### src/hdl/mcmmc3_pkg.sv
// Package for the multicart MMC3 bank mapper: transaction types and constants.
// No dependencies.
package mcmmc3_pkg;

  // Request codes
  typedef enum logic [1:0] {
    REQ_WRITE = 2'd0,
    REQ_PRG   = 2'd1,
    REQ_CHR   = 2'd2,
    REQ_NONE  = 2'd3
  } req_type_t;

  typedef struct packed {
    logic [1:0]  req_type;
    logic [15:0] address;
    logic [7:0]  value;
  } in_item_t;

  typedef struct packed {
    logic [9:0] bank;
    logic       write_taken;
  } out_item_t;

  // Configuration register indexes
  localparam logic CFG_PRG_LAST = 1'b0;
  localparam logic CFG_CHR_LAST = 1'b1;

  localparam logic [7:0] PRG_LAST_RST = 8'd63;
  localparam logic [9:0] CHR_LAST_RST = 10'd255;

  // Write decode
  localparam logic [15:0] WR_MASK   = 16'hF001;
  localparam logic [15:0] WR_BSEL   = 16'h8000;
  localparam logic [15:0] WR_BDATA  = 16'h8001;
  localparam logic [15:0] WR_OUT_90 = 16'h9000;
  localparam logic [15:0] WR_OUT_91 = 16'h9001;
  localparam logic [15:0] WR_OUT_B0 = 16'hB000;
  localparam logic [15:0] WR_OUT_B1 = 16'hB001;
  localparam logic [15:0] WR_OUT_D0 = 16'hD000;
  localparam logic [15:0] WR_OUT_D1 = 16'hD001;
  localparam logic [15:0] WR_OUT_F0 = 16'hF000;
  localparam logic [15:0] WR_OUT_F1 = 16'hF001;

  // Fixed program banks
  localparam logic [7:0] PRG_FIX_E = 8'h0E;
  localparam logic [7:0] PRG_FIX_F = 8'h0F;

  // Bank register reset contents
  localparam logic [7:0] BANK_INIT [8] = '{8'd0, 8'd2, 8'd4, 8'd5, 8'd6, 8'd7, 8'd0, 8'd0};

endpackage

### src/hdl/multicart_mmc3_bank_mapper.sv
// Multicart MMC3 bank mapper top level: register writes and bank translation.
// Depends on mcmmc3_pkg.
//
// Every transaction on in_item is taken when start is high (busy is never
// raised). Its single result is shown on out_item with out_valid high for one
// cycle: the transaction is captured in the input register, decoded and
// translated out of it, and the answer is captured in the result register,
// which drives out_item and out_valid.
// One transaction per cycle is sustained; the receiver cannot stall, so it
// must take each result in the cycle it is shown. A write updates the mapper
// registers as it leaves the input register, so the next transaction already
// sees it. Configuration writes via cfg_we/cfg_index/cfg_wdata take effect at
// once and belong in idle periods.
module multicart_mmc3_bank_mapper (
  input  logic                   clk,
  input  logic                   rst_n,
  input  logic                   start,
  output logic                   busy,
  input  mcmmc3_pkg::in_item_t   in_item,
  output logic                   out_valid,
  output mcmmc3_pkg::out_item_t  out_item,
  input  logic                   cfg_we,
  input  logic                   cfg_index,
  input  logic [9:0]             cfg_wdata
);
  import mcmmc3_pkg::*;

  logic        in_vld_r;
  in_item_t    in_item_r;
  logic        out_vld_r;
  out_item_t   out_item_r;
  out_item_t   out_item_nxt;

  logic [7:0]  prg_last_r;
  logic [9:0]  chr_last_r;
  logic [7:0]  outer_r;
  logic [7:0]  bsel_r;
  logic [7:0]  bank_regs_r [8];

  logic        wr_outer;
  logic        wr_bsel;
  logic        wr_bdata;
  logic [15:0] wr_code;

  logic [1:0]  prg_slot;
  logic [7:0]  prg_v;
  logic [7:0]  prg_raw;
  logic [7:0]  prg_bank;

  logic [2:0]  chr_slot;
  logic [2:0]  chr_idx;
  logic [7:0]  chr_reg;
  logic [7:0]  chr_v;
  logic [9:0]  chr_raw;
  logic [9:0]  chr_bank;

  assign busy = 1'b0;

  // Input register
  always_ff @(posedge clk) begin
    if (!rst_n) begin
      in_vld_r <= 1'b0;
    end else begin
      in_vld_r <= start;
    end
    if (start) begin
      in_item_r <= in_item;
    end
  end

  // Configuration registers
  always_ff @(posedge clk) begin
    if (!rst_n) begin
      prg_last_r <= PRG_LAST_RST;
      chr_last_r <= CHR_LAST_RST;
    end else if (cfg_we) begin
      if (cfg_index == CFG_PRG_LAST) begin
        prg_last_r <= cfg_wdata[7:0];
      end else begin
        chr_last_r <= cfg_wdata;
      end
    end
  end

  // CPU write decode
  assign wr_code = in_item_r.address & WR_MASK;

  always_comb begin
    wr_outer = 1'b0;
    wr_bsel  = 1'b0;
    wr_bdata = 1'b0;
    if (in_vld_r && (in_item_r.req_type == REQ_WRITE)) begin
      unique case (wr_code) inside
        WR_OUT_90, WR_OUT_91, WR_OUT_B0, WR_OUT_B1,
        WR_OUT_D0, WR_OUT_D1, WR_OUT_F0, WR_OUT_F1: begin
          wr_outer = 1'b1;
        end
        WR_BSEL: begin
          wr_bsel = 1'b1;
        end
        WR_BDATA: begin
          wr_bdata = 1'b1;
        end
        default: begin
          wr_outer = 1'b0;
        end
      endcase
    end
  end

  // Mapper registers
  always_ff @(posedge clk) begin
    if (!rst_n) begin
      outer_r     <= '0;
      bsel_r      <= '0;
      bank_regs_r <= BANK_INIT;
    end else begin
      if (wr_outer) begin
        outer_r <= in_item_r.value;
      end
      if (wr_bsel) begin
        bsel_r <= in_item_r.value;
      end
      if (wr_bdata) begin
        bank_regs_r[bsel_r[2:0]] <= in_item_r.value;
      end
    end
  end

  // Program bank: swap mode picks the fixed 0x0E slot, outer bit4 picks MMC3 vs 32K
  assign prg_slot = in_item_r.address[14:13];

  always_comb begin
    case (prg_slot)
      2'd0:    prg_v = bsel_r[6] ? PRG_FIX_E : bank_regs_r[6];
      2'd1:    prg_v = bank_regs_r[7];
      2'd2:    prg_v = bsel_r[6] ? bank_regs_r[6] : PRG_FIX_E;
      default: prg_v = PRG_FIX_F;
    endcase
  end

  assign prg_raw  = outer_r[4] ? {2'b00, outer_r[3:2], prg_v[3:0]}
                               : {2'b00, outer_r[3:0], prg_slot};
  assign prg_bank = (prg_raw > prg_last_r) ? (prg_raw & prg_last_r) : prg_raw;

  // Pattern bank: A12 inversion, 2K pairs in the low half
  assign chr_slot = in_item_r.address[12:10] ^ {bsel_r[7], 2'b00};
  assign chr_idx  = chr_slot[2] ? (chr_slot - 3'd2) : {2'b00, chr_slot[1]};
  assign chr_reg  = bank_regs_r[chr_idx];

  always_comb begin
    if (chr_slot[2]) begin
      chr_v = chr_reg;
    end else if (chr_slot[0]) begin
      chr_v = chr_reg | 8'h01;
    end else begin
      chr_v = chr_reg & 8'hFE;
    end
  end

  assign chr_raw  = {1'b0, outer_r[3:2], chr_v[6:0]};
  assign chr_bank = (chr_raw > chr_last_r) ? (chr_raw & chr_last_r) : chr_raw;

  // Result select
  always_comb begin
    out_item_nxt.bank        = '0;
    out_item_nxt.write_taken = wr_outer | wr_bsel | wr_bdata;
    case (in_item_r.req_type)
      REQ_PRG: out_item_nxt.bank = {2'b00, prg_bank};
      REQ_CHR: out_item_nxt.bank = chr_bank;
      default: out_item_nxt.bank = '0;
    endcase
  end

  // Result register
  always_ff @(posedge clk) begin
    if (!rst_n) begin
      out_vld_r <= 1'b0;
    end else begin
      out_vld_r <= in_vld_r;
    end
    if (in_vld_r) begin
      out_item_r <= out_item_nxt;
    end
  end

  assign out_valid = out_vld_r;
  assign out_item  = out_item_r;

endmodule

### config.mk
export PLATFORM = sky130hd
export DESIGN_NAME = multicart_mmc3_bank_mapper
export DESIGN_NICKNAME = d
export VERILOG_FILES = /design/src/hdl/mcmmc3_pkg.sv /design/src/hdl/multicart_mmc3_bank_mapper.sv
export SDC_FILE = /design/constraint.sdc
export NUM_CORES = 1
export LEC_CHECK = 0
export BUFFER_PORTS_ARGS = -buffer_cell sky130_fd_sc_hd__clkbuf_2
export CAP_MARGIN = 0
export CORE_MARGIN = 8
export CORE_UTILIZATION = 50
export CTS_BUF_LIST = sky130_fd_sc_hd__clkbuf_4
export DETAILED_ROUTE_END_ITERATION = 10
export HOLD_SLACK_MARGIN = 0.15
export MAX_ROUTING_LAYER = met4
export PLACE_DENSITY = 0.72
export SYNTH_ARGS = -nofsm -noshare
export SYNTH_HDL_FRONTEND = slang
export SYNTH_SLANG_ARGS = --single-unit
export TNS_END_PERCENT = 30
### constraint.sdc
create_clock -name clk -period 3 [get_ports clk]
set_clock_uncertainty 0.1 [all_clocks]
set_input_delay 0.3 -clock clk [delete_from_list [all_inputs] [get_ports clk]]
set_output_delay 0.3 -clock clk [all_outputs]
set_load 0.02 [all_outputs]
### Word-level counts from Yosys, hierarchy flattened

Cells that the tools add are included.
Widths: inputs -> output; s select.

* bits in latches: 0
* memory bits (read-only): 0
* register bits after elaboration: 134
* output and inout port bits: 13
* RAM bits: 0
* input bits: 41
* memories: 0

* shift-type cells: 0
* reductions and logical operators: 7
* $mul: 0
* eq/ne operators: 14
* order comparisons: 5
* divide/modulo/power cells: 0
* bitwise gates (word level): 8
* muxes and demuxes: 22
* add/subtract/negate cells: 1

Operators by type and width (number)
* $bwmux 64: 1
* $eq 5x5->1 const B: 10
* $bmux 8 s3: 1
* $demux 8 s3: 1
* $pmux 10 s2: 1
* $mux 8: 2
* $mux 7: 2
* $mux 4: 3
* $pmux 4 s3: 1
* $and 9x10->10: 1
* $gt 9x10->1: 1
* $mux 10: 1
* $and 6x8->8: 1
* $ge 4x4->1 const B: 2
* $gt 6x8->1: 1
* $mux 1: 8
* $not 3->4: 2
* $reduce_or 8->1: 1
* $eq 2x1->1 const B: 2
* $eq 2x2->1 const B: 2
* $logic_not 2->1: 2
* $lt 4x1->1 const B: 1
* $reduce_and 2->1: 2
* $mux 3: 1
* 5 further kinds: 7

### Logic depth before layout (Yosys ltp)

Gate-level depths: netlist of the first run.

* word-level depth: 11
* mapped depth: 14

### Worst setup path before layout of the first run

Ideal clock, no wire load.

* path kind: register to register
* from: register in_item_r[20] (netlist bit)
* to: register out_item_r, in the netlist out_item[5] (data pin)
* buffers on the path: 2
* arrival: 2652 ps
* required time: 2635 ps
* setup time: 265 ps
* cell stages (with the launch flop): 13
* clock period less this slack: 3017 ps
* setup slack: -17 ps
* cells stage by stage: edfxtp_1 xor2_2 buf_2 o21ai_0 o21ai_0 ha_1 a211o_1 o211ai_1 a31oi_1 o2bb2ai_1 buf_2 mux2i_1 o22ai_1

* cells in the longest elaborated chain, start to end: 11

RTL lines
* from (decl): line multicart_mmc3_bank_mapper.sv:29 `in_item_t in_item_r;`
* from (signal assigned): line multicart_mmc3_bank_mapper.sv:67 `in_item_r <= in_item;`
* $xor 3x3->3 *: line multicart_mmc3_bank_mapper.sv:147 `assign chr_slot = in_item_r.address[12:10] ^ {bsel_r[7], 2'b00};`
* $sub 3x2->3: line multicart_mmc3_bank_mapper.sv:148 `assign chr_idx = chr_slot[2] ? (chr_slot - 3'd2) : {2'b00, chr_slot[1]};`
* $mux 3: line multicart_mmc3_bank_mapper.sv:148
* $not 3->4 (implied by the code): line multicart_mmc3_bank_mapper.sv:149 `assign chr_reg = bank_regs_r[chr_idx];`
* $bmux 8 s3: line multicart_mmc3_bank_mapper.sv:149
* $mux 7 (implied by the code) (2 in series): line multicart_mmc3_bank_mapper.sv:149
* $mux 1: line multicart_mmc3_bank_mapper.sv:152 `if (chr_slot[2]) begin`
* $gt 9x10->1: line multicart_mmc3_bank_mapper.sv:162 `assign chr_bank = (chr_raw > chr_last_r) ? (chr_raw & chr_last_r) : chr_raw;`
* $mux 10 *: line multicart_mmc3_bank_mapper.sv:162
* $pmux 10 s2 *: line multicart_mmc3_bank_mapper.sv:168 `case (in_item_r.req_type)`
* to (signal assigned): line multicart_mmc3_bank_mapper.sv:183 `out_item_r <= out_item_nxt;`
* to (decl): line multicart_mmc3_bank_mapper.sv:31 `out_item_t out_item_r;`

Every way passes the cells marked *; elsewhere a longest branch is shown, timed or not. The select of a mux whose other input is x is not followed.
A chain may end at the register's enable or synchronous reset.

### Final worst setup path of the first run

* from: register in_item_r[20] (netlist bit)
* to: register out_item_r, in the netlist out_item[2] (data pin)

Same word-level chain as after synthesis.

==> results of run 1 <==
-- state kept, by name, summed over array words and instances, names as in the netlist --
register / cells
bank_regs_r: 48
in_item_r: 17
chr_last_r: 10
out_item: 10
prg_last_r: 8
bsel_r: 5
outer_r: 5
in_vld_r: 1
out_valid: 1
-- cell usage in the layout (no fill, tap or decap), drive strengths merged, types with 4 or more instances in the layout --
cell type    synthesis  layout
dfxtp               78      78
nand2               71      71
mux2i               59      59
clkbuf              26      51
o21ai               45      45
nor2b               38      38
ha                  33      33
dlygate4sd3          0      32
edfxtp              27      27
inv                 24      27
a21boi              21      21
o211ai              19      19
nor2                17      17
buf                 11      17
nand3               12      12
and2                 5       5
nand2b               5       5
o22ai                4       4
a21oi                4       4
-- worst min path at each step --
| stage | cells past startpoint | slack (ps) | to | start |
|---|---|---|---|---|
| 6_report | 4 | 180 | prg_last_r[0] | cfg_index |
| 5_1_grt | 4 | 190 | prg_last_r[0] | cfg_index |
| 4_1_cts | 4 | 160 | prg_last_r[0] | cfg_index |
| 3_5_place_dp | 2 | 360 | prg_last_r[6] | prg_last_r[6] |
| 3_3_place_gp | 2 | 350 | bank_regs_r[42] | bank_regs_r[42] |
| 2_1_floorplan | 0 | 300 | in_item_r[0] | in_item[0] |
-- per-layer routing --
layer / share of wire / track usage / up-vias
met3: 0.049 / 0.0422 / 16
li1: - / - / 1945
met2: 0.47 / 0.268 / 93
met5: 0 / - / -
met4: 0.017 / 0.0568 / 0
met1: 0.46 / 0.193 / 1776
-- layout make-up --
| type | count | share of cell area |
|---|---|---|
| clock buffer | 9 | 0.0112 |
| clock inverter | 7 | 0.0143 |
| tap | 136 | 0.0282 |
| multi-input combinational | 363 | 0.425 |
| timing repair buffer | 91 | 0.114 |
| inverter | 24 | 0.0149 |
| sequential | 105 | 0.393 |
-- kinds of logic after synthesis --
kind of cell | Yosys count
and+or+nand+nor | 160
AOI/OAI and AO/OA | 107
DFF | 105
buffers and inverters | 61
muxes | 60
adders and majority gates | 33
other | 1
xor gates and xnor gates | 1
-- worst reg2reg max path: cells and delay by family, from the launching register on --
kind | cells | cell delay (ps)
AO/OA/AOI/OAI | 7 | 960
XOR/XNOR | 1 | 220
adder cells (fa/ha/maj) | 1 | 310
buffers and inverters | 2 | 350
flip-flops | 1 | 460
multiplexers | 1 | 240
AND/OR/NAND/NOR | 1 | 60
-- per-stage QoR --
step / TNS (ps) / power (mW)
2_1_floorplan: 0 / 1.74
3_3_place_gp: 0 / 1.84
3_5_place_dp: -68.8 / 1.85
4_1_cts: 0 / 2.65
5_1_grt: -874 / 2.75
6_report: 0 / 2.63
-- report_power, final --
group | total, mW | internal (mW) | switching (mW) | leakage [nW]
clock network | 0.769 | 0.272 | 0.497 | 0.0806
registers | 1.55 | 1.50 | 0.0493 | 0.894
logic | 0.312 | 0.150 | 0.161 | 1.49
-- repair_timing --
| item | 4_1_cts | 5_1_grt |
|---|---|---|
| setup endpoints to repair | 6 | 9 |
| buffers inserted | 1 | 0 |
| resized for setup | 4 | 12 |
| hold buffers | 32 | 0 |
| endpoints found under the hold margin | 35 | 0 |
| gates cloned | 0 | 1 |
-- synthesized netlist by cell type (2+ instances only) --
cell type,n,area (um2)
a31oi_1,2,12.5
buf_2,8,40.0
mux2i_1,59,591
a21boi_0,21,158
nand3_1,11,55.1
and2_1,5,31.3
nor3_1,2,10.0
nand2_1,71,267
nand2b_1,5,31.3
inv_1,24,90.1
ha_1,33,413
a21oi_1,4,20.0
dfxtp_1,78,1560
clkbuf_1,26,97.6
o21ai_0,45,225
o22ai_1,4,25.0
nor2b_1,38,238
a211oi_1,2,15.0
edfxtp_1,27,811
nor2_1,14,52.6
nor4_1,2,12.5
o211ai_1,19,143
nand4_1,2,12.5
buf_4,2,15.0
nor2_2,2,12.5
==> impl_metrics.ini, run 1 <==
[run_status]
status = finished clean

[final_layout]
seqCellArea_um2 = 2370
drive_gt1_frac = 0.154
diodes = 0
fill_cells = 867
multiInputGateArea_um2 = 2570
fin_area_um2 = 6040
finalNonFillerCells = 735
fin_util = 0.593
area_growth_pct = 17.2
nets = 668

[synthesis]
synthSimpleGateAreaFrac = 0.158
netlist_area_um2 = 5160
muxShareOfSynthArea = 0.117
synth_xor_area_frac = 0.00315
synth-main-ff-cell = dfxtp_1
synth-edff-count = 27
synth_compound_area_frac = 0.133
avgSynthCellArea_um2 = 9.77
async_flop_share = 0
ys_warn_count = 0
synth_top_family_by_area = simple AND/OR/NAND/NOR gates
synth_seq_cells = 105
yosysSeqAreaShare = 0.460
synth_fa_ha_area_frac = 0.0801
synthCells = 528
ys_types = 47

[clock_network]
clock_sinks = 105
clockRootBuffer = clkbuf_4
cts_max_level = 3
cts_tree = built
clkLatencyLatePin_ps = 460
clk_pin_slew_worst_paths_ps = 170
numCtsBuffers = 9
clk_path_buf_depth = 2

[timing]
min_period_over_period = 0.983
max_freq_mhz = 339
tightest_slew_ps = 946
setup_ws_ps = 49.9
hold_viol = 0
rsz0062_at_grt = yes
period_needed_ps = 2950
slew_headroom = 0.368
setup_viol = 0
slew_viol_final = 0
hold_ws_ps = 179

[worst_setup_path]
endpoint = out_item[2]
crit_family = compound AO/OA/AOI/OAI gates
crit_fanout = 27
r2r_end = out_item[2]
critPathBufInv = 2
worst-setup-path-type = reg2reg
critPathMaxStageDelay_ps = 460
crit_arrival_ps = 3070
cp_slowest_cell = edfxtp_1
startpoint = in_item_r[20]
crit_cells = 13
start_kind = register
r2r_cells = 13
crit_chain = xor2_2 -> buf_12 -> nand2_2 -> o211ai_1 -> o21ai_1 -> ha_1 -> a211o_1 -> o211ai_1 -> a31oi_1 -> o2bb2ai_2 -> buf_6 -> mux2i_1 -> o21ai_0
cp.required_ps = 3120
endpoint_kind = register
r2r-start = in_item_r[20]
crit_path_frequent_cell = o211ai_1
r2r_slack_ps = 50

[pwr]
peakVddDrop_mv = 0.283
p_leak_nw = 2.46
p_per_area_nw_per_um2 = 435

[floorplanning]
num_rows = 37
start_util = 0.506
die_w_um = 118
io_pins = 54
die_h_um = 118
dieArea_um2 = 13800
coreArea_um2 = 10200

[detailed_routing]
vias_per_cell = 5.21
finalWirelength_um = 11000
ant_nets = 0
drc = 0
vias = 3830
first_pass_iters = 4
wl_per_cell_um = 14.9
drt_iter0_drc = 215

[global_routing]
grt_antenna_before_repair = 0
grt_pass1_wl_um = 18400
grt_use_total = 0.164
first_global_vias = 3885
grt_max_degree = 50
grt_overflow = 0

[placed_design]
portBuffers = 42
dpl_worst_slack_ps = -37.3
postPlaceCellArea_um2 = 5520
place_hpwl_um = 7780
gp_congestion = 0.874
placed_cells = 685

[job]
max_cap_violations = 0

[worst_hold_path]
timing.hold.worst.class = in2reg
No activity file was read; power rests on OpenSTA's default activity.
==> inputs of run 2 (changes only) <==
==> constraint.sdc (replaced) <==
create_clock -name clk -period 3 [get_ports clk]
set_clock_uncertainty 0.1 [all_clocks]
set_input_delay 0.6 -clock clk [delete_from_list [all_inputs] [get_ports clk]]
set_output_delay 0.6 -clock clk [all_outputs]
set_load 0.02 [all_outputs]
==> impl_metrics.ini, run 2 (synthesized netlist as in run 1, its figures left out) <==
[detailed_routing]
wl_per_cell_um = 15.3
drc = 0
finalWirelength_um = 10800
first_pass_iters = 4
ant_nets = 0
vias_per_cell = 5.30
vias = 3744
drt_iter0_drc = 191

[floorplanning]
coreArea_um2 = 10200
num_rows = 37
io_pins = 54
die_h_um = 118
dieArea_um2 = 13800
die_w_um = 118
start_util = 0.506

[final_layout]
nets = 639
reg.largest.list = bank_regs_r x48, in_item_r x17
largest_register = bank_regs_r
layout.cells.most_common_list = dfxtp_1, nand2_1, mux2i_1
fill_cells = 913
diodes = 0
multiInputGateArea_um2 = 2560
seqCellArea_um2 = 2370
fin_area_um2 = 5750
drive_gt1_frac = 0.163
area_growth_pct = 11.5
fin_util = 0.564
final_common_cell = dfxtp_1
largest_reg_flops = 48

[timing]
min_period_over_period = 0.971
period_needed_ps = 2910
setup_viol = 0
setup_ws_ps = 87.8
max_freq_mhz = 343
tightest_slew_ps = 941
finalSetupTns_ps = 0
hold_viol = 0
rsz0062_at_grt = yes
slew_viol_final = 0
slew_headroom = 0.371

[clock_network]
cts_max_level = 3
numCtsBuffers = 9
clkLatencyLatePin_ps = 470
clock_sinks = 105
clk_path_buf_depth = 2
clk_pin_slew_worst_paths_ps = 150
clockRootBuffer = clkbuf_4
cts_tree = built

[placed_design]
gp_congestion = 0.837
postPlaceCellArea_um2 = 5540
portBuffers = 42
place_hpwl_um = 7900
dpl_worst_slack_ps = -41.1

[worst_setup_path]
crit_fanout = 27
cp.required_ps = 3110
startpoint = in_item_r[20]
crit_arrival_ps = 3020
cp_slowest_cell = edfxtp_1
crit_chain = xor2_2 -> buf_12 -> nand2_1 -> o211ai_1 -> o21ai_1 -> ha_1 -> a211o_1 -> o211ai_1 -> a31oi_1 -> o2bb2ai_2 -> buf_6 -> mux2i_2 -> o21ai_0
critPathBufInv = 2
critPathMaxStageDelay_ps = 460
r2r-start = in_item_r[20]
crit_path_frequent_cell = o211ai_1
endpoint_kind = register
worst-setup-path-type = reg2reg
crit_family = compound AO/OA/AOI/OAI gates
start_kind = register

[global_routing]
grt_max_degree = 33
first_global_vias = 3735
grt_pass1_wl_um = 17900
grt_use_total = 0.162
grt_overflow = 0
grt_antenna_before_repair = 0

[pwr]
p_per_area_nw_per_um2 = 460
total_power_mw = 2.64
peakVddDrop_mv = 0.391
p_leak_nw = 2.35

[worst_hold_path]
timing.hold.worst.class = in2reg
min-delay-start = in_item[6]

[run_status]
status = finished clean

[job]
max_cap_violations = 0
run 2: changes by cell type in the layout (fill, tap and decap cells not counted), sizes merged:
cell,change
dlygate4sd3,-32
buf,+3
bufinv,+1
clkbuf,+1
clkinv,-1
inv,-1
run 2: cell type report:
class                      instances  area share
multi-input combinational        363       0.446
sequential                       105       0.413
timing repair buffer              62      0.0677
tap                              136      0.0296
inverter                          24      0.0157
clock inverter                     6      0.0155
clock buffer                      10      0.0131
run 2: metrics by stage:
stage | instances | hold WS, ps
2_1_floorplan | 529 | 341
3_3_place_gp | 687 | 351
3_5_place_dp | 687 | 359
4_1_cts | 704 | 164
5_1_grt | 706 | 150
6_report | 706 | 193
run 2: layer usage:
layer	part of all wire	vias to the layer above	global-route usage
met2	0.47	74	0.259
li1	-	1902	-
met3	0.042	24	0.0460
met4	0.020	0	0.0673
met5	0	-	-
met1	0.47	1744	0.190
run 2: worst register-to-register path, stage by stage (launching register included):
cell	delay, ps
edfxtp_1	460
xor2_2	200
buf_12	190
nand2_1	70
o211ai_1	90
o21ai_1	120
ha_1	320
a211o_1	260
o211ai_1	80
a31oi_1	110
o2bb2ai_2	190
buf_6	170
mux2i_2	210
o21ai_0	100
run 2: power breakdown:
group / internal (mW) / leakage, nW / total [mW] / switching, mW
registers: 1.50 / 0.894 / 1.55 / 0.0496
logic: 0.126 / 1.37 / 0.281 / 0.154
clock network: 0.351 / 0.0851 / 0.814 / 0.463
run 2: timing repair:
| item | 4_1_cts | 5_1_grt |
|---|---|---|
| pin swaps | 0 | 2 |
| hold buffers | 0 | 0 |
| setup endpoints to repair | 6 | 9 |
| gates resized for setup | 5 | 8 |
| cloned | 0 | 1 |
| setup buffers | 1 | 1 |
run 2: path summary, 6_finish.rpt:
path / to / slack [ps] / cells after the start
max reg2reg: out_item[2] / 90 / 13
max: out_item[2] / 90 / 13
min: in_item_r[6] / 190 / 1
min reg2reg: prg_last_r[7] / 380 / 2
